File: config.mk
export PLATFORM = sky130hd
export DESIGN_NAME = escaped_packet_deframer_crc32
export DESIGN_NICKNAME = d
export VERILOG_FILES = /design/src/hw/rtl/epd_pkg.sv /design/src/hw/rtl/escaped_packet_deframer_crc32.sv /design/src/hw/rtl/epd_step.sv
export SDC_FILE = /design/constraint.sdc
export NUM_CORES = 1
export LEC_CHECK = 0
export ABC_AREA = 1
export BUFFER_PORTS_ARGS = -buffer_cell sky130_fd_sc_hd__buf_2
export CAP_MARGIN = 5
export CELL_PAD_IN_SITES_DETAIL_PLACEMENT = 1
export CELL_PAD_IN_SITES_GLOBAL_PLACEMENT = 2
export CORE_MARGIN = 2
export CORE_UTILIZATION = 33
export CTS_CLUSTER_DIAMETER = 50
export DETAILED_ROUTE_END_ITERATION = 8
export PLACE_DENSITY_LB_ADDON = 0.1
export SYNTH_ARGS = -nofsm -noshare
export SYNTH_HDL_FRONTEND = slang
export SYNTH_SLANG_ARGS = --single-unit
File: constraint.sdc
create_clock -name clk -period 3.4 [get_ports clk]
set_input_delay 0.51 -clock clk [delete_from_list [all_inputs] [get_ports clk]]
set_output_delay 0.51 -clock clk [all_outputs]
set_load 0.1 [all_outputs]
File: src/hw/rtl/epd_pkg.sv
// ----------------------------------------------------------------------------
// epd_pkg
// Types, constants and the byte-wide CRC-32 update shared by the escaped
// packet deframer.
// ----------------------------------------------------------------------------
package epd_pkg;

	localparam logic [7:0]  ESC_BYTE     = 8'hAA;
	localparam logic [7:0]  END_BYTE     = 8'hFF;
	localparam logic [9:0]  CRC_LEN      = 10'd4;
	localparam logic [10:0] LEN_CAP      = 11'd1023;
	localparam logic [9:0]  MAX_LEN_RST  = 10'd249;
	localparam logic [31:0] CRC_POLY     = 32'hEDB88320;
	localparam logic [31:0] CRC_INIT     = 32'hFFFFFFFF;
	localparam logic [15:0] REJECT_MAX   = 16'hFFFF;

	typedef enum logic [1:0] {
		PH_HUNT = 2'd0,
		PH_ESC  = 2'd1,
		PH_DATA = 2'd2
	} phase_t;

	typedef enum logic [2:0] {
		EV_GOOD      = 3'd0,
		EV_CRC_BAD   = 3'd1,
		EV_TOO_SHORT = 3'd2,
		EV_TOO_LONG  = 3'd3,
		EV_END_MARK  = 3'd4
	} event_code_t;

	typedef struct packed {
		phase_t      phase;
		logic [7:0]  mask;
		logic [9:0]  bytes_seen;
		logic [31:0] tail;
		logic [31:0] crc;
		logic [15:0] reject;
	} state_t;

	typedef struct packed {
		logic        byte_valid;
		logic [7:0]  out_byte;
		logic        event_valid;
		event_code_t event_code;
		logic [15:0] bad_packet_count;
	} result_t;

	// Reflected CRC-32, one byte in, eight shift steps unrolled to an XOR tree
	function automatic logic [31:0] crc_byte(input logic [31:0] crc_in,
			input logic [7:0] data);
		logic [31:0] c;
		c = crc_in ^ {24'd0, data};
		for (int i = 0; i < 8; i++) begin
			c = c[0] ? ((c >> 1) ^ CRC_POLY) : (c >> 1);
		end
		return c;
	endfunction

endpackage

File: src/hw/rtl/escaped_packet_deframer_crc32.sv
// ----------------------------------------------------------------------------
// escaped_packet_deframer_crc32
// Byte-stream deframer: finds escape-delimited packets, unmasks content,
// checks the trailing little-endian CRC-32 and reports packet events.
// ----------------------------------------------------------------------------
//
//  Channel   Direction  Signals                      Carries
//  s_*       in         tvalid tready tdata[7:0]     raw received byte
//  m_*       out        tvalid tready tdata[23:0]    content byte, reject count
//                       tuser[4:0]                   byte/event flags, event code
//  cfg_*     in         valid ready data[9:0]        max_content_len
//
// One byte is taken per cycle while m_tready is high; every byte gives exactly
// one result item. An accepted byte goes into the input register, then through
// the step logic and CRC byte update into the result register that drives m_*.
// Reset clears the frame state to hunting, the CRC to all ones, the reject
// count to zero and max_content_len to 249.
// A low m_tready holds the result register, then the input register; s_tready
// drops only when both are full and m_tready is low.
//
module escaped_packet_deframer_crc32 (
	input  logic        clk,
	input  logic        arst_n,
	input  logic        s_tvalid,
	output logic        s_tready,
	input  logic [7:0]  s_tdata,   // [7:0] in_byte
	output logic        m_tvalid,
	input  logic        m_tready,
	output logic [23:0] m_tdata,   // [7:0] out_byte, [23:8] bad_packet_count
	output logic [4:0]  m_tuser,   // [0] byte_valid, [1] event_valid, [4:2] event_code
	input  logic        cfg_valid,
	output logic        cfg_ready,
	input  logic [9:0]  cfg_data   // [9:0] max_content_len
);

	logic              valid_s1;
	logic [7:0]        byte_s1;
	logic              valid_s2;
	epd_pkg::result_t  result_s2;
	epd_pkg::state_t   state_q;
	epd_pkg::state_t   state_nxt;
	epd_pkg::result_t  result_nxt;
	logic [9:0]        max_len_q;
	logic              adv;

	// Advance stage 1 into the result register whenever that register frees up
	assign adv       = valid_s1 && (!valid_s2 || m_tready);
	assign s_tready  = !valid_s1 || adv;
	assign cfg_ready = 1'b1;

	always_ff @(posedge clk or negedge arst_n) begin
		if (!arst_n) begin
			max_len_q <= epd_pkg::MAX_LEN_RST;
		end else if (cfg_valid) begin
			max_len_q <= cfg_data;
		end
	end

	// Input register
	always_ff @(posedge clk or negedge arst_n) begin
		if (!arst_n) begin
			valid_s1 <= 1'b0;
		end else if (s_tready) begin
			valid_s1 <= s_tvalid;
		end
	end

	always_ff @(posedge clk) begin
		if (s_tready && s_tvalid) begin
			byte_s1 <= s_tdata;
		end
	end

	epd_step u_step (
		.cur             (state_q),
		.in_byte         (byte_s1),
		.max_content_len (max_len_q),
		.nxt             (state_nxt),
		.res             (result_nxt)
	);

	// Frame state: commit only when the byte moves on
	always_ff @(posedge clk or negedge arst_n) begin
		if (!arst_n) begin
			state_q.phase      <= epd_pkg::PH_HUNT;
			state_q.mask       <= 8'd0;
			state_q.bytes_seen <= 10'd0;
			state_q.tail       <= 32'd0;
			state_q.crc        <= epd_pkg::CRC_INIT;
			state_q.reject     <= 16'd0;
		end else if (adv) begin
			state_q <= state_nxt;
		end
	end

	// Result register
	always_ff @(posedge clk or negedge arst_n) begin
		if (!arst_n) begin
			valid_s2 <= 1'b0;
		end else if (!valid_s2 || m_tready) begin
			valid_s2 <= valid_s1;
		end
	end

	always_ff @(posedge clk) begin
		if (adv) begin
			result_s2 <= result_nxt;
		end
	end

	assign m_tvalid = valid_s2;
	assign m_tdata  = {result_s2.bad_packet_count, result_s2.out_byte};
	assign m_tuser  = {result_s2.event_code, result_s2.event_valid, result_s2.byte_valid};

	// A result never carries both a content byte and an event
	a_byte_xor_event: assert property (@(posedge clk) disable iff (!arst_n)
		m_tvalid |-> !(result_s2.byte_valid && result_s2.event_valid))
		else $error("content byte and event in one result");

	// Reject count never drops and steps by at most one
	a_reject_step: assert property (@(posedge clk) disable iff (!arst_n)
		##1 ((state_q.reject == $past(state_q.reject))
			|| (state_q.reject == $past(state_q.reject) + 16'd1)))
		else $error("reject count moved by more than one");

	// An overlong packet sends the framer back to hunting
	a_too_long_hunt: assert property (@(posedge clk) disable iff (!arst_n)
		(adv && result_nxt.event_valid && (result_nxt.event_code == epd_pkg::EV_TOO_LONG))
		|=> (state_q.phase == epd_pkg::PH_HUNT))
		else $error("framer not hunting after overlong packet");

	// A content byte only comes out of the payload phase
	a_byte_in_data: assert property (@(posedge clk) disable iff (!arst_n)
		(adv && result_nxt.byte_valid) |-> (state_q.phase == epd_pkg::PH_DATA))
		else $error("content byte outside payload");

endmodule

File: src/hw/rtl/epd_step.sv
// ----------------------------------------------------------------------------
// epd_step
// Next-state and result logic for one received byte: escape hunt, mask
// capture, four-byte delay, CRC update and end-of-packet checks.
// ----------------------------------------------------------------------------
module epd_step (
	input  epd_pkg::state_t  cur,
	input  logic [7:0]       in_byte,
	input  logic [9:0]       max_content_len,
	output epd_pkg::state_t  nxt,
	output epd_pkg::result_t res
);

	logic [10:0] limit;
	logic [10:0] limit_raw;
	logic [31:0] rx_crc;
	logic [7:0]  content;
	logic        count_bad;

	assign limit_raw = {1'b0, max_content_len} + {1'b0, epd_pkg::CRC_LEN};
	assign limit     = (limit_raw > epd_pkg::LEN_CAP) ? epd_pkg::LEN_CAP : limit_raw;
	// tail holds the newest byte low; the CRC travels little-endian
	assign rx_crc    = {cur.tail[7:0], cur.tail[15:8], cur.tail[23:16], cur.tail[31:24]}
			^ {4{cur.mask}};
	assign content   = cur.tail[31:24] ^ cur.mask;

	always_comb begin
		nxt                  = cur;
		res.byte_valid       = 1'b0;
		res.out_byte         = 8'd0;
		res.event_valid      = 1'b0;
		res.event_code       = epd_pkg::EV_GOOD;
		count_bad            = 1'b0;
		case (cur.phase)
			epd_pkg::PH_ESC: begin
				if (in_byte == epd_pkg::ESC_BYTE) begin
					nxt.phase = epd_pkg::PH_ESC;
				end else if (in_byte == epd_pkg::END_BYTE) begin
					res.event_valid = 1'b1;
					res.event_code  = epd_pkg::EV_END_MARK;
					nxt.phase       = epd_pkg::PH_HUNT;
				end else begin
					nxt.mask       = in_byte;
					nxt.bytes_seen = 10'd0;
					nxt.tail       = 32'd0;
					nxt.crc        = epd_pkg::CRC_INIT;
					nxt.phase      = epd_pkg::PH_DATA;
				end
			end
			epd_pkg::PH_DATA: begin
				if (in_byte == epd_pkg::ESC_BYTE) begin
					res.event_valid = 1'b1;
					if (cur.bytes_seen < epd_pkg::CRC_LEN) begin
						res.event_code = epd_pkg::EV_TOO_SHORT;
						count_bad      = 1'b1;
					end else if ((cur.crc ^ epd_pkg::CRC_INIT) == rx_crc) begin
						res.event_code = epd_pkg::EV_GOOD;
					end else begin
						res.event_code = epd_pkg::EV_CRC_BAD;
						count_bad      = 1'b1;
					end
					// this escape also opens the next frame
					nxt.phase = epd_pkg::PH_ESC;
				end else if ({1'b0, cur.bytes_seen} >= limit) begin
					res.event_valid = 1'b1;
					res.event_code  = epd_pkg::EV_TOO_LONG;
					count_bad       = 1'b1;
					nxt.phase       = epd_pkg::PH_HUNT;
				end else begin
					if (cur.bytes_seen >= epd_pkg::CRC_LEN) begin
						res.byte_valid = 1'b1;
						res.out_byte   = content;
						nxt.crc        = epd_pkg::crc_byte(cur.crc, content);
					end
					nxt.tail       = {cur.tail[23:0], in_byte};
					nxt.bytes_seen = cur.bytes_seen + 10'd1;
				end
			end
			default: begin
				nxt.phase = (in_byte == epd_pkg::ESC_BYTE) ? epd_pkg::PH_ESC
						: epd_pkg::PH_HUNT;
			end
		endcase
		if (count_bad && (cur.reject != epd_pkg::REJECT_MAX)) begin
			nxt.reject = cur.reject + 16'd1;
		end
		res.bad_packet_count = nxt.reject;
	end

endmodule

Yosys cells after proc, flatten, opt, wreduce, memory -nomap -nowiden
Index checks and enable logic that the tools add are counted.
W data, S select, Z words.
- bits in latches: 0
- memories kept: 0
- memory bits (read-only): 0
- register bits after elaboration: 149
- input port bits: 23
- output and inout port bits: 32
- logic and storage cells: 99
- RAM bits: 0
- add/sub/neg operators: 3
- divide/modulo/power cells: 0
- order comparisons: 4
- $mul: 0
- equal/unequal tests: 12
- shifts and indexed selects: 0
- reductions and logical operators: 14
- bitwise logic cells: 16
- multiplexer cells: 35
- operators with widths (kind ; number):
    $mux W74 ; 4
    $mux W32 ; 9
    $pmux W74 S2 ; 1
    $not A13 Y14 ; 8
    $eq A32 B32 Y1 ; 1
    $not A32 Y32 ; 1
    $xor A32 B32 Y32 ; 1
    $xor A32 B8 Y32 ; 1
    $add A16 B1 Y16 const B ; 1
    $eq A8 B8 Y1 const B ; 2
    $mux W16 ; 1
    $mux W4 ; 4
    $ne A16 B16 Y1 const B ; 1
    $add A10 B3 Y11 const B ; 1
    $ge A10 B11 Y1 ; 1
    $gt A11 B10 Y1 const B ; 1
    $mux W11 ; 1
    $add A10 B1 Y10 const B ; 1
    $ge A10 B3 Y1 const B ; 1
    $lt A10 B3 Y1 const B ; 1
    $mux W9 ; 1
    $mux W2 ; 4
    $ne A2 B2 Y1 const B ; 4
    $pmux W4 S2 ; 1
    19 further kinds ; 32

Depth between registers and ports, before layout
Gate-level depths: netlist (run 1).
- depth after elaboration: 22
- gate-level depth with buffers: 24
- gate-level depth less buffers: 23

Hierarchy
Synthesis (run 1) repeated with hierarchy kept, for this count alone.
- cells, all modules: 1515
- area total of the unflattened synthesis: 10919.2 µm²
- modules (own cells, without submodules) (module ; seq. area each (µm²) ; area an instance (µm²) ; instances ; cells an instance):
    escaped_packet_deframer_crc32 ; 3961.3 ; 5587.9 ; 1 ; 525
    epd_step ; 0.0 ; 5331.4 ; 1 ; 990

Least setup slack after synthesis (run 1)
No wires, ideal clock.
- kind: reg2reg
- from: register max_len_q[4]
- to: register result_s2, in the netlist m_tdata[8] (data pin)
- setup slack: -116 ps
- required time: 3145 ps
- setup time: 255 ps
- cell stages (with the launch flop): 22
- arrival time: 3261 ps
- cell sequence: dfstp_2 -> inv_1 -> nor3_1 -> nand2_1 -> nor2_1 -> xor2_1 -> nand4_1 -> o21ai_2 -> a21boi_0 -> ha_1 -> nand2_1 -> inv_1 -> nand2_1 -> nor3_1 -> o21ai_1 -> nand3_1 -> nor2_1 -> nor2_1 -> buf_4 -> buf_6 -> nand4_1 -> and2_1
- RTL lines (item ; RTL line ; RTL):
    start, declared ; escaped_packet_deframer_crc32.sv:43 ; logic [9:0] max_len_q;
    start signal, assigned ; escaped_packet_deframer_crc32.sv:53 ; max_len_q <= epd_pkg::MAX_LEN_RST;
    start signal, assigned ; escaped_packet_deframer_crc32.sv:55 ; max_len_q <= cfg_data;
    end signal, assigned ; escaped_packet_deframer_crc32.sv:107 ; result_s2 <= result_nxt;
    end, declared ; escaped_packet_deframer_crc32.sv:39 ; epd_pkg::result_t result_s2;

==> results.py, run 1 <==
metrics = {
    "die": {
        "initial_core_util_pct": 33.3,
        "ios": 55,
        "die_width_um": 168,
        "dieArea_mm2": 0.0282,
        "rows": 60,
        "dieHeight_um": 168,
        "coreArea_mm2": 0.0267,
    },
    "worst_setup_path": {
        "cp_max_fo": 8,
        "path_buf_inv": 4,
        "cp.required_ns": 3.58,
        "critPathKind": "flop to flop",
        "path_cells": "inv_2 -> nor3_4 -> nand2_1 -> nor2_1 -> xor2_1 -> nand4_1 -> o21ai_4 -> a21boi_2 -> ha_1 -> nand2_2 -> inv_2 -> nand2_4 -> nor3_4 -> nand3_2 -> nand3_2 -> nor2_4 -> nor2_4 -> buf_6 -> buf_12 -> nand4_1 -> and2_1",
        "cp_slowest_cell": "dfstp_2",
        "worst-r2r-setup-slack_ns": -0.16,
        "rr_endpoint": "m_tdata[8]",
        "cp-end-kind": "flop",
        "cp.arrival_ns": 3.75,
        "cp.depth": 21,
        "rr_startpoint": "max_len_q[4]",
        "reg2reg_depth": 21,
        "startpoint": "max_len_q[4]",
        "crit_end": "m_tdata[8]",
        "max_stage_delay_ns": 0.54,
        "startpoint_type": "flop",
        "cpLargestDelayFamily": "simple AND/OR/NAND/NOR gates",
    },
    "status": {
        "violations": "negative setup slack",
        "status": "finished, violations left",
    },
    "synth": {
        "avgSynthCellArea_um2": 7.93,
        "syn_nets": 1163,
        "synthTopCellsByArea": "dfrtp_1, nand2_1, edfxtp_1, dfstp_2, xor2_1",
        "synth_top_area_share_pct": 20.9,
        "ys_ff_latch": 149,
        "synth_most_common_cell": "nand2_1",
        "synth_edf_count": 37,
        "ys_top_cells_by_count": "nand2_1, inv_1, dfrtp_1, nand3_1, xor2_1",
        "synth_cell_type_count": 46,
        "synth-main-ff-cell": "dfrtp_1",
        "async_flop_share_pct": 75.2,
        "yosysTopAreaCell": "dfrtp_1",
        "synth_area_mm2": 0.00888,
        "synth_cells": 1120,
        "seq_area_frac_synth_pct": 44.6,
        "yosysWarnings": 0,
    },
    "grt": {
        "antenna_found_initial": 0,
        "grt_use_total_pct": 20.8,
        "grt_overflow": 0,
        "grt_pass1_vias": 8290,
        "grt_max_degree": 55,
        "grt_pass1_wl_um": 45400,
    },
    "placed_design": {
        "dp_hpwl_um": 19700,
        "place.gp.congestion": 0.761,
        "port_buffers": 53,
    },
    "cts": {
        "cts.htree.levels": 4,
        "path_clk_slew_ns": 0.07,
        "cts_tree": "done",
        "cts_num_sinks": 149,
        "cts_root_buf": "clkbuf_16",
        "cts_buffers": 17,
        "cts.path.max_buffers": 2,
        "clk-insertion-delay-late_ns": 0.43,
        "postCtsHoldBufs": 0,
    },
    "timing": {
        "slew_violations": 0,
        "fin_crit_sh_pct": 105,
        "fin_crit_ns": 3.56,
        "fin_ws_ns": -0.165,
        "finalHoldViolations": 0,
        "slew_headroom_pct": 49.7,
        "tightest_slew_ns": 0.755,
        "rsz0062_at_grt": "yes",
        "skew_ns": 0.0127,
        "max_freq_mhz": 281,
        "finalSetupViolCount": 101,
    },
    "min_path": {
        "holdCritPathClass": "primary input to async pin",
    },
    "layout": {
        "final_util_pct": 43.8,
        "syn_to_final_growth_pct": 31.4,
        "nNetsFinal": 1295,
        "multi_input_area_mm2": 0.00482,
        "n_fill_cell": 3149,
        "regArea_mm2": 0.00396,
        "drive_gt1_share_pct": 28.5,
        "n_antenna_cell": 0,
    },
    "pwr": {
        "p_int_uw": 4410,
        "peakVddDrop_uv": 256,
        "powerDensity_mw_per_mm2": 651,
        "power_uw": 7600,
        "seq_power_share_pct": 31.1,
        "swShare_pct": 42.0,
        "clkPwrFrac_pct": 25.3,
        "switching_power_uw": 3190,
        "p_leak_uw": 0.00564,
        "p_comb_share_pct": 43.6,
    },
    "detailed_routing": {
        "wl_per_cell_um": 18.0,
        "dr.first_iter.drc_count": 318,
        "drc": 0,
        "firstDrtPassIters": 4,
        "vias_per_cell": 4.86,
        "wirelength_um": 28800,
        "num_vias": 7803,
        "ant_nets": 0,
    },
    "flow_run": {
        "drv_cap": 0,
    },
}
-- stage by stage --
step	worst slack, ns	cells	area (um^2)	hold slack, ns	TNS, ns
2_1_floorplan	0.00938	1120	8890	0.214	0
3_3_place_gp	-0.190	1545	9970	0.468	-8.51
3_5_place_dp	-0.359	1545	9970	0.478	-24.39
4_1_cts	-0.181	1599	11200	0.167	-8.76
5_1_grt	-0.404	1606	11700	0.189	-38.18
6_report	-0.165	1606	11700	0.131	-8.72
-- worst register-to-register path, stage by stage, from the launching register on --
cell	delay [ns]
dfstp_2	0.54
inv_2	0.05
nor3_4	0.21
nand2_1	0.07
nor2_1	0.11
xor2_1	0.23
nand4_1	0.24
o21ai_4	0.18
a21boi_2	0.09
ha_1	0.32
nand2_2	0.07
inv_2	0.06
nand2_4	0.05
nor3_4	0.15
nand3_2	0.09
nand3_2	0.09
nor2_4	0.05
nor2_4	0.09
buf_6	0.17
buf_12	0.13
nand4_1	0.12
and2_1	0.20
-- power groups by stage --
stage | clock network, uW | registers [uW] | logic [uW]
after detailed placement | 0 | 2390 | 3010
after global placement | 0 | 2390 | 3000
after global routing | 2040 | 2400 | 3680
final | 1920 | 2360 | 3310
after floorplan | 0 | 2620 | 1950
after CTS | 1970 | 2360 | 3160
-- registers in the layout, indices dropped and copies added (netlist names) --
register	flops
m_tdata	24
state_q	100
valid_s1	1
m_tvalid	1
m_tuser	5
max_len_q	10
byte_s1	8
-- timing repair --
item / in CTS / in global routing
cloned: 7 / 5
gates resized for setup: 88 / 96
buffers inserted: 15 / 4
pin swaps: 11 / 16
setup endpoints to repair: 119 / 120
-- area by class of cell --
type	count	share of cell area (%)
Tap cell	341	3.66
Clock buffer	22	4.25
Sequential cell	149	34.0
Timing Repair Buffer	139	10.5
Inverter	164	5.45
Clock inverter	10	0.804
Multi-Input combinational cell	781	41.4
-- metal layers --
metal / global-route usage (%) / up-vias / share of wire [%] / routed length [um]
met5: 0 / - / 0 / 0
met4: 5.13 / 0 / 1.3 / 387
met3: 3.08 / 18 / 2.6 / 745
met2: 36.3 / 102 / 50 / 14300
met1: 27.1 / 3819 / 46 / 13400
li1: - / 3864 / - / -
-- how the worst min path moves through the flow --
stage	from	to	slack (ns)	depth (start not counted)
6_report	arst_n	state_q[97]	0.13	1
4_1_cts	arst_n	state_q[77]	0.17	1
3_3_place_gp	state_q[39]	state_q[39]	0.47	2
2_1_floorplan	arst_n	m_tvalid	0.21	0
5_1_grt	arst_n	state_q[97]	0.19	1
3_5_place_dp	state_q[39]	state_q[39]	0.48	2
-- cells by family (layout without fill, tap and decap cells) --
group,after synthesis,count (layout),share of synthesized area [%]
DFF,149,149,44.6
AOI/OAI and AO/OA,119,120,7.75
and+or+nand+nor,555,555,26.9
muxes,2,2,0.254
xor gates and xnor gates,83,83,8.99
adders and majority gates,20,20,2.82
buffers and inverters,191,335,8.64
other,1,1,0.0422
-- placed cells by master (no fill, tap or decap), types with 9 or more instances in the layout --
| master | synthesis | routed |
|---|---|---|
| a21oi_1 | 22 | 16 |
| buf_12 | 0 | 10 |
| buf_2 | 10 | 52 |
| buf_4 | 4 | 59 |
| buf_6 | 3 | 9 |
| clkbuf_16 | 0 | 22 |
| dfrtp_1 | 74 | 74 |
| dfstp_2 | 38 | 38 |
| edfxtp_1 | 37 | 37 |
| ha_1 | 20 | 19 |
| inv_1 | 156 | 149 |
| inv_2 | 7 | 11 |
| nand2_1 | 353 | 315 |
| nand2_2 | 9 | 33 |
| nand2_4 | 3 | 16 |
| nand3_1 | 74 | 66 |
| nand4_1 | 26 | 26 |
| nor2_1 | 52 | 44 |
| nor3_1 | 16 | 14 |
| o21ai_0 | 41 | 30 |
| o21ai_1 | 4 | 11 |
| o22ai_2 | 0 | 22 |
| o22ai_4 | 0 | 9 |
| xor2_1 | 71 | 71 |
No activity file was read; power rests on OpenSTA's default activity.
==> run 2, diff against run 1 <==
- PLACE_DENSITY: default -> 0.72
- PLACE_DENSITY_LB_ADDON: 0.1 -> default
==> run 2 against run 1 <==
  * The run still ends with negative setup slack left
  * Non-clock buffer count is the same
  * Critical path depth grew 1
  * First-iteration DRC count grew 11%
  * Clock power grew 3%
  * Critical path type unchanged
  * Largest power group unchanged
  * Highest routed layer unchanged
==> results.py, run 2 (synthesized netlist as in run 1, its figures left out) <==
metrics = {
    "status": {
        "status": "finished, violations left",
        "violations": "negative setup slack",
    },
    "pwr": {
        "powerDensity_mw_per_mm2": 658,
        "p_leak_uw": 0.00558,
        "p_int_uw": 4400,
        "peakVddDrop_uv": 351,
        "switching_power_uw": 3140,
        "p_comb_share_pct": 42.7,
        "clkPwrFrac_pct": 26.0,
        "swShare_pct": 41.6,
        "seq_power_share_pct": 31.3,
    },
    "timing": {
        "skew_ns": 0.0117,
        "finalHoldViolations": 0,
        "fin_crit_ns": 3.71,
        "max_freq_mhz": 270,
        "fin_ws_ns": -0.309,
        "tightest_slew_ns": 0.850,
        "fin_crit_sh_pct": 109,
        "rsz0062_at_grt": "yes",
        "hold_slack_ns": 0.161,
        "finalSetupViolCount": 110,
        "slew_violations": 0,
        "slew_headroom_pct": 43.3,
    },
    "cts": {
        "postCtsHoldBufs": 0,
        "clk-insertion-delay-late_ns": 0.43,
        "path_clk_slew_ns": 0.07,
        "cts_root_buf": "clkbuf_16",
        "cts.htree.levels": 4,
        "cts.path.max_buffers": 2,
        "cts_tree": "done",
        "cts_buffers": 17,
        "cts_num_sinks": 149,
    },
    "layout": {
        "layout_commonest_cell": "nand2_1",
        "largest_reg_flops": 100,
        "nNetsFinal": 1295,
        "top_register": "state_q",
        "syn_to_final_growth_pct": 29.2,
        "layout_common_cells": "nand2_1, inv_1, dfrtp_1",
        "drive_gt1_share_pct": 26.7,
        "n_antenna_cell": 0,
    },
    "placed_design": {
        "place.gp.congestion": 0.807,
        "dp_hpwl_um": 19500,
        "port_buffers": 53,
        "dp_worst_setup_slack_ns": -0.305,
    },
    "die": {
        "ios": 55,
        "die_width_um": 168,
        "initial_core_util_pct": 33.3,
        "rows": 60,
        "coreArea_mm2": 0.0267,
        "dieHeight_um": 168,
        "dieArea_mm2": 0.0282,
    },
    "detailed_routing": {
        "vias_per_cell": 4.86,
        "wirelength_um": 28400,
        "wl_per_cell_um": 17.7,
        "drc": 0,
        "firstDrtPassIters": 4,
        "num_vias": 7807,
        "ant_nets": 0,
        "dr.first_iter.drc_count": 352,
    },
    "worst_setup_path": {
        "max_stage_delay_ns": 0.57,
        "cp.arrival_ns": 3.90,
        "path_cells": "inv_2 -> nor3_4 -> nand2_2 -> xor2_2 -> nor2_2 -> nand4_1 -> o21ai_2 -> buf_4 -> a21oi_2 -> ha_1 -> nand2_2 -> nor2_1 -> o21ai_1 -> nand3_1 -> nor2_2 -> nor2_2 -> buf_6 -> buf_12 -> nand3_4 -> buf_12 -> nand2_2 -> and2_4",
        "cp_slowest_cell": "dfstp_2",
        "cp-end-kind": "flop",
        "rr_startpoint": "max_len_q[3]",
        "cp_max_fo": 8,
        "cp.required_ns": 3.59,
        "startpoint_type": "flop",
        "critPathKind": "flop to flop",
        "startpoint": "max_len_q[3]",
    },
    "grt": {
        "grt_pass1_wl_um": 45800,
        "grt_pass1_vias": 8466,
        "grt_overflow": 0,
        "grt_use_total_pct": 21.1,
        "antenna_found_initial": 0,
        "grt_max_degree": 58,
    },
    "min_path": {
        "holdCritPathClass": "primary input to async pin",
    },
    "flow_run": {
        "drv_cap": 0,
    },
}
[run 2: final timing paths]
path                                end  depth (start not counted)  slack [ns]
setup / recovery             m_tdata[9]                         22       -0.31
hold / removal              state_q[77]                          1        0.16
setup reg to reg             m_tdata[9]                         22       -0.31
hold reg to reg             state_q[39]                          2        0.48
max in group asynchronous  max_len_q[0]                          2        2.39
min in group clk             byte_s1[2]                          1        0.26
[run 2: metal layers]
| layer | global-route usage [%] | share of wire (%) |
|---|---|---|
| met1 | 26.6 | 46 |
| met2 | 36.8 | 49 |
| met3 | 3.53 | 2.7 |
| met4 | 6.71 | 2.4 |
| met5 | 0 | 0 |
[run 2: what timing repair did]
action	CTS	global route
gates resized for setup	130	17
setup buffers	20	1
gates cloned	8	0
endpoints found under the setup margin	118	120
pin swaps	45	16
[run 2: layout make-up]
type / instances / area (um^2)
clock buffers: 19 / 443
clock inverters: 12 / 155
fillers: 3198 / 15200
inverters: 164 / 631
multi-input cells: 781 / 4620
flip-flops and latches: 149 / 3960
well taps: 341 / 427
repair buffers: 139 / 1240
[run 2: power groups by stage]
stage / Clock, uW / Combinational (uW) / Sequential [uW]
2_1_floorplan: 0 / 1950 / 2620
3_3_place_gp: 0 / 2980 / 2380
3_5_place_dp: 0 / 3020 / 2380
4_1_cts: 2020 / 3210 / 2360
5_1_grt: 2090 / 3560 / 2400
6_report: 1970 / 3220 / 2360
[run 2: metrics by stage]
stage          area [um^2]  util, %  instances  power, uW  setup TNS, ns
6_report             11500     43.1       1605       7550         -24.96
2_1_floorplan         8890        -       1120       4570              0
5_1_grt              11500     43.1       1605       8050         -61.08
4_1_cts              11400     42.8       1604       7590         -14.38
3_5_place_dp          9960     37.4       1546       5400         -21.30
3_3_place_gp          9960     37.4       1546       5360          -7.81
[run 2: worst max-delay path: cells and delay by family, from the launching register on]
kind | cells | cell delay [ns]
xor gates and xnor gates | 1 | 0.20
AOI/OAI and AO/OA | 3 | 0.34
buffers and inverters | 5 | 0.61
and+or+nand+nor | 12 | 1.43
DFF | 1 | 0.57
adders and majority gates | 1 | 0.29
==> run 3, diff against run 2 <==
- REMOVE_ABC_BUFFERS: default -> 1
==> run 3 against run 2 <==
  * The run still ends with negative setup slack left
  * Maximum frequency is 0.62% higher
  * Sequential share of layout area is 0.84 points lower
  * Worst setup slack better by 0.023 ns
  * Core utilization is 1.1 points higher
  * Critical path type unchanged
  * Largest cell class unchanged
==> results.py, run 3 (synthesized netlist as in run 1, its figures left out) <==
metrics = {
    "status": {
        "status": "finished, violations left",
        "violations": "negative setup slack",
    },
    "worst_setup_path": {
        "cp-end-kind": "flop",
        "cp.arrival_ns": 3.88,
        "cp.required_ns": 3.59,
        "max_stage_delay_ns": 0.58,
        "cp_slowest_cell": "dfstp_2",
        "critPathKind": "flop to flop",
        "worst_path_most_repeated_cell": "buf_6",
        "path_buf_inv": 5,
        "cpLargestDelayFamily": "simple AND/OR/NAND/NOR gates",
        "startpoint_type": "flop",
        "path_cells": "ha_4 -> buf_4 -> xor2_2 -> inv_1 -> nor2_1 -> nand4_1 -> o21ai_4 -> buf_6 -> a21oi_2 -> ha_1 -> a21o_1 -> o21ai_2 -> nand3_2 -> nor2_4 -> nor2_4 -> buf_6 -> nand3_4 -> buf_6 -> nand2_2 -> and2_4",
        "cp_max_fo": 7,
    },
    "grt": {
        "grt_max_degree": 58,
        "grt_pass1_wl_um": 45900,
        "antenna_found_initial": 0,
        "grt_use_total_pct": 21.0,
        "grt_pass1_vias": 8164,
        "grt_overflow": 0,
    },
    "layout": {
        "layout_commonest_cell": "nand2_1",
        "drive_gt1_share_pct": 29.9,
        "nNetsFinal": 1295,
        "syn_to_final_growth_pct": 32.5,
        "n_antenna_cell": 0,
        "top_register": "state_q",
        "layout_common_cells": "nand2_1, inv_1, dfrtp_1",
        "largest_reg_flops": 100,
    },
    "timing": {
        "tightest_slew_ns": 0.619,
        "slew_violations": 0,
        "finalSetupViolCount": 119,
        "rsz0062_at_grt": "yes",
        "max_freq_mhz": 271,
        "fin_crit_ns": 3.69,
        "slew_headroom_pct": 58.6,
        "skew_ns": 0.0180,
        "hold_slack_ns": 0.244,
        "finalHoldViolations": 0,
        "fin_crit_sh_pct": 108,
        "fin_ws_ns": -0.286,
    },
    "min_path": {
        "holdCritPathClass": "primary input to flop",
    },
    "pwr": {
        "p_leak_uw": 0.00561,
        "power_uw": 7750,
        "peakVddDrop_uv": 305,
        "powerDensity_mw_per_mm2": 659,
    },
    "cts": {
        "cts_root_buf": "clkbuf_16",
        "postCtsHoldBufs": 0,
        "cts_buffers": 17,
        "cts_tree": "done",
        "path_clk_slew_ns": 0.07,
        "cts.path.max_buffers": 2,
        "cts_num_sinks": 149,
        "cts.htree.levels": 4,
        "clk-insertion-delay-late_ns": 0.44,
    },
    "detailed_routing": {
        "num_vias": 7867,
        "top_layer": "met4",
        "firstDrtPassIters": 7,
        "drc": 0,
        "wirelength_um": 29100,
        "vias_per_cell": 4.90,
        "wl_per_cell_um": 18.1,
        "ant_nets": 0,
        "met3WireLength_um": 666,
        "dr.first_iter.drc_count": 297,
        "routedLengthMet1_um": 13500,
        "wl_met2_um": 14600,
    },
    "die": {
        "initial_core_util_pct": 33.3,
        "die_width_um": 168,
        "dieHeight_um": 168,
        "rows": 60,
        "coreArea_mm2": 0.0267,
        "ios": 55,
        "dieArea_mm2": 0.0282,
    },
    "placed_design": {
        "dp_hpwl_um": 20400,
        "place.gp.congestion": 0.796,
        "port_buffers": 53,
    },
    "flow_run": {
        "drv_cap": 0,
    },
}
==> run 3: cell types whose count changed in the layout (fill, tap and decap cells not counted), sizes merged <==
| cell | before | now |
|---|---|---|
| inv | 164 | 170 |
| clkbuf | 19 | 22 |
| clkinv | 5 | 2 |
| buf | 138 | 137 |
| bufbuf | 1 | 0 |
| bufinv | 3 | 2 |
| clkinvlp | 4 | 3 |
| o21ai | 47 | 46 |
==> run 3: per-layer routing <==
metal | vias up | track usage, %
li1 | 3855 | -
met5 | - | 0
met3 | 26 | 3.24
met2 | 92 | 35.7
met1 | 3894 | 28.7
met4 | 0 | 3.82
==> run 3: final cells by class <==
| cell class | count | area [um^2] |
|---|---|---|
| timing repair buffer | 139 | 1210 |
| inverter | 164 | 632 |
| clock inverter | 12 | 154 |
| clock buffer | 20 | 468 |
| sequential | 149 | 3960 |
| multi-input combinational | 780 | 4900 |
| timing repair inverter | 1 | 7.51 |
| tap | 341 | 427 |
| fill | 3159 | 14900 |
==> run 3: worst paths after layout <==
path / from / end / slack (ns) / depth (start not counted)
worst max-delay path: max_len_q[3] / m_tdata[8] / -0.29 / 20
worst min-delay path: s_tdata[6] / byte_s1[6] / 0.24 / 1
worst max register to register: max_len_q[3] / m_tdata[8] / -0.29 / 20
worst min register to register: state_q[18] / state_q[18] / 0.50 / 2
max in group asynchronous: arst_n / state_q[85] / 2.52 / 3
min in group asynchronous: arst_n / state_q[37] / 0.25 / 1
==> run 3: per-stage QoR <==
| step | setup TNS (ns) | cells | setup WS, ns | util [%] | cell area, um^2 |
|---|---|---|---|---|---|
| after floorplan | -74.02 | 1093 | -1.05 | - | 8730 |
| after global placement | -14.01 | 1546 | -0.249 | 37.3 | 9930 |
| after detailed placement | -30.23 | 1546 | -0.424 | 37.3 | 9930 |
| after CTS | -15.34 | 1597 | -0.215 | 41.5 | 11100 |
| after global routing | -48.89 | 1606 | -0.495 | 44.2 | 11800 |
| final | -24.79 | 1606 | -0.286 | 44.2 | 11800 |
==> run 3: report_power, final <==
group          internal, uW  switching, uW
registers              2150            239
clock network          1170            875
logic                  1100           2220
==> run 3: what timing repair did <==
item / CTS / global route
gates resized for setup: 93 / 154
setup endpoints to repair: 119 / 120
pin swaps: 27 / 43
buffers inserted: 14 / 9
cloned: 5 / 3
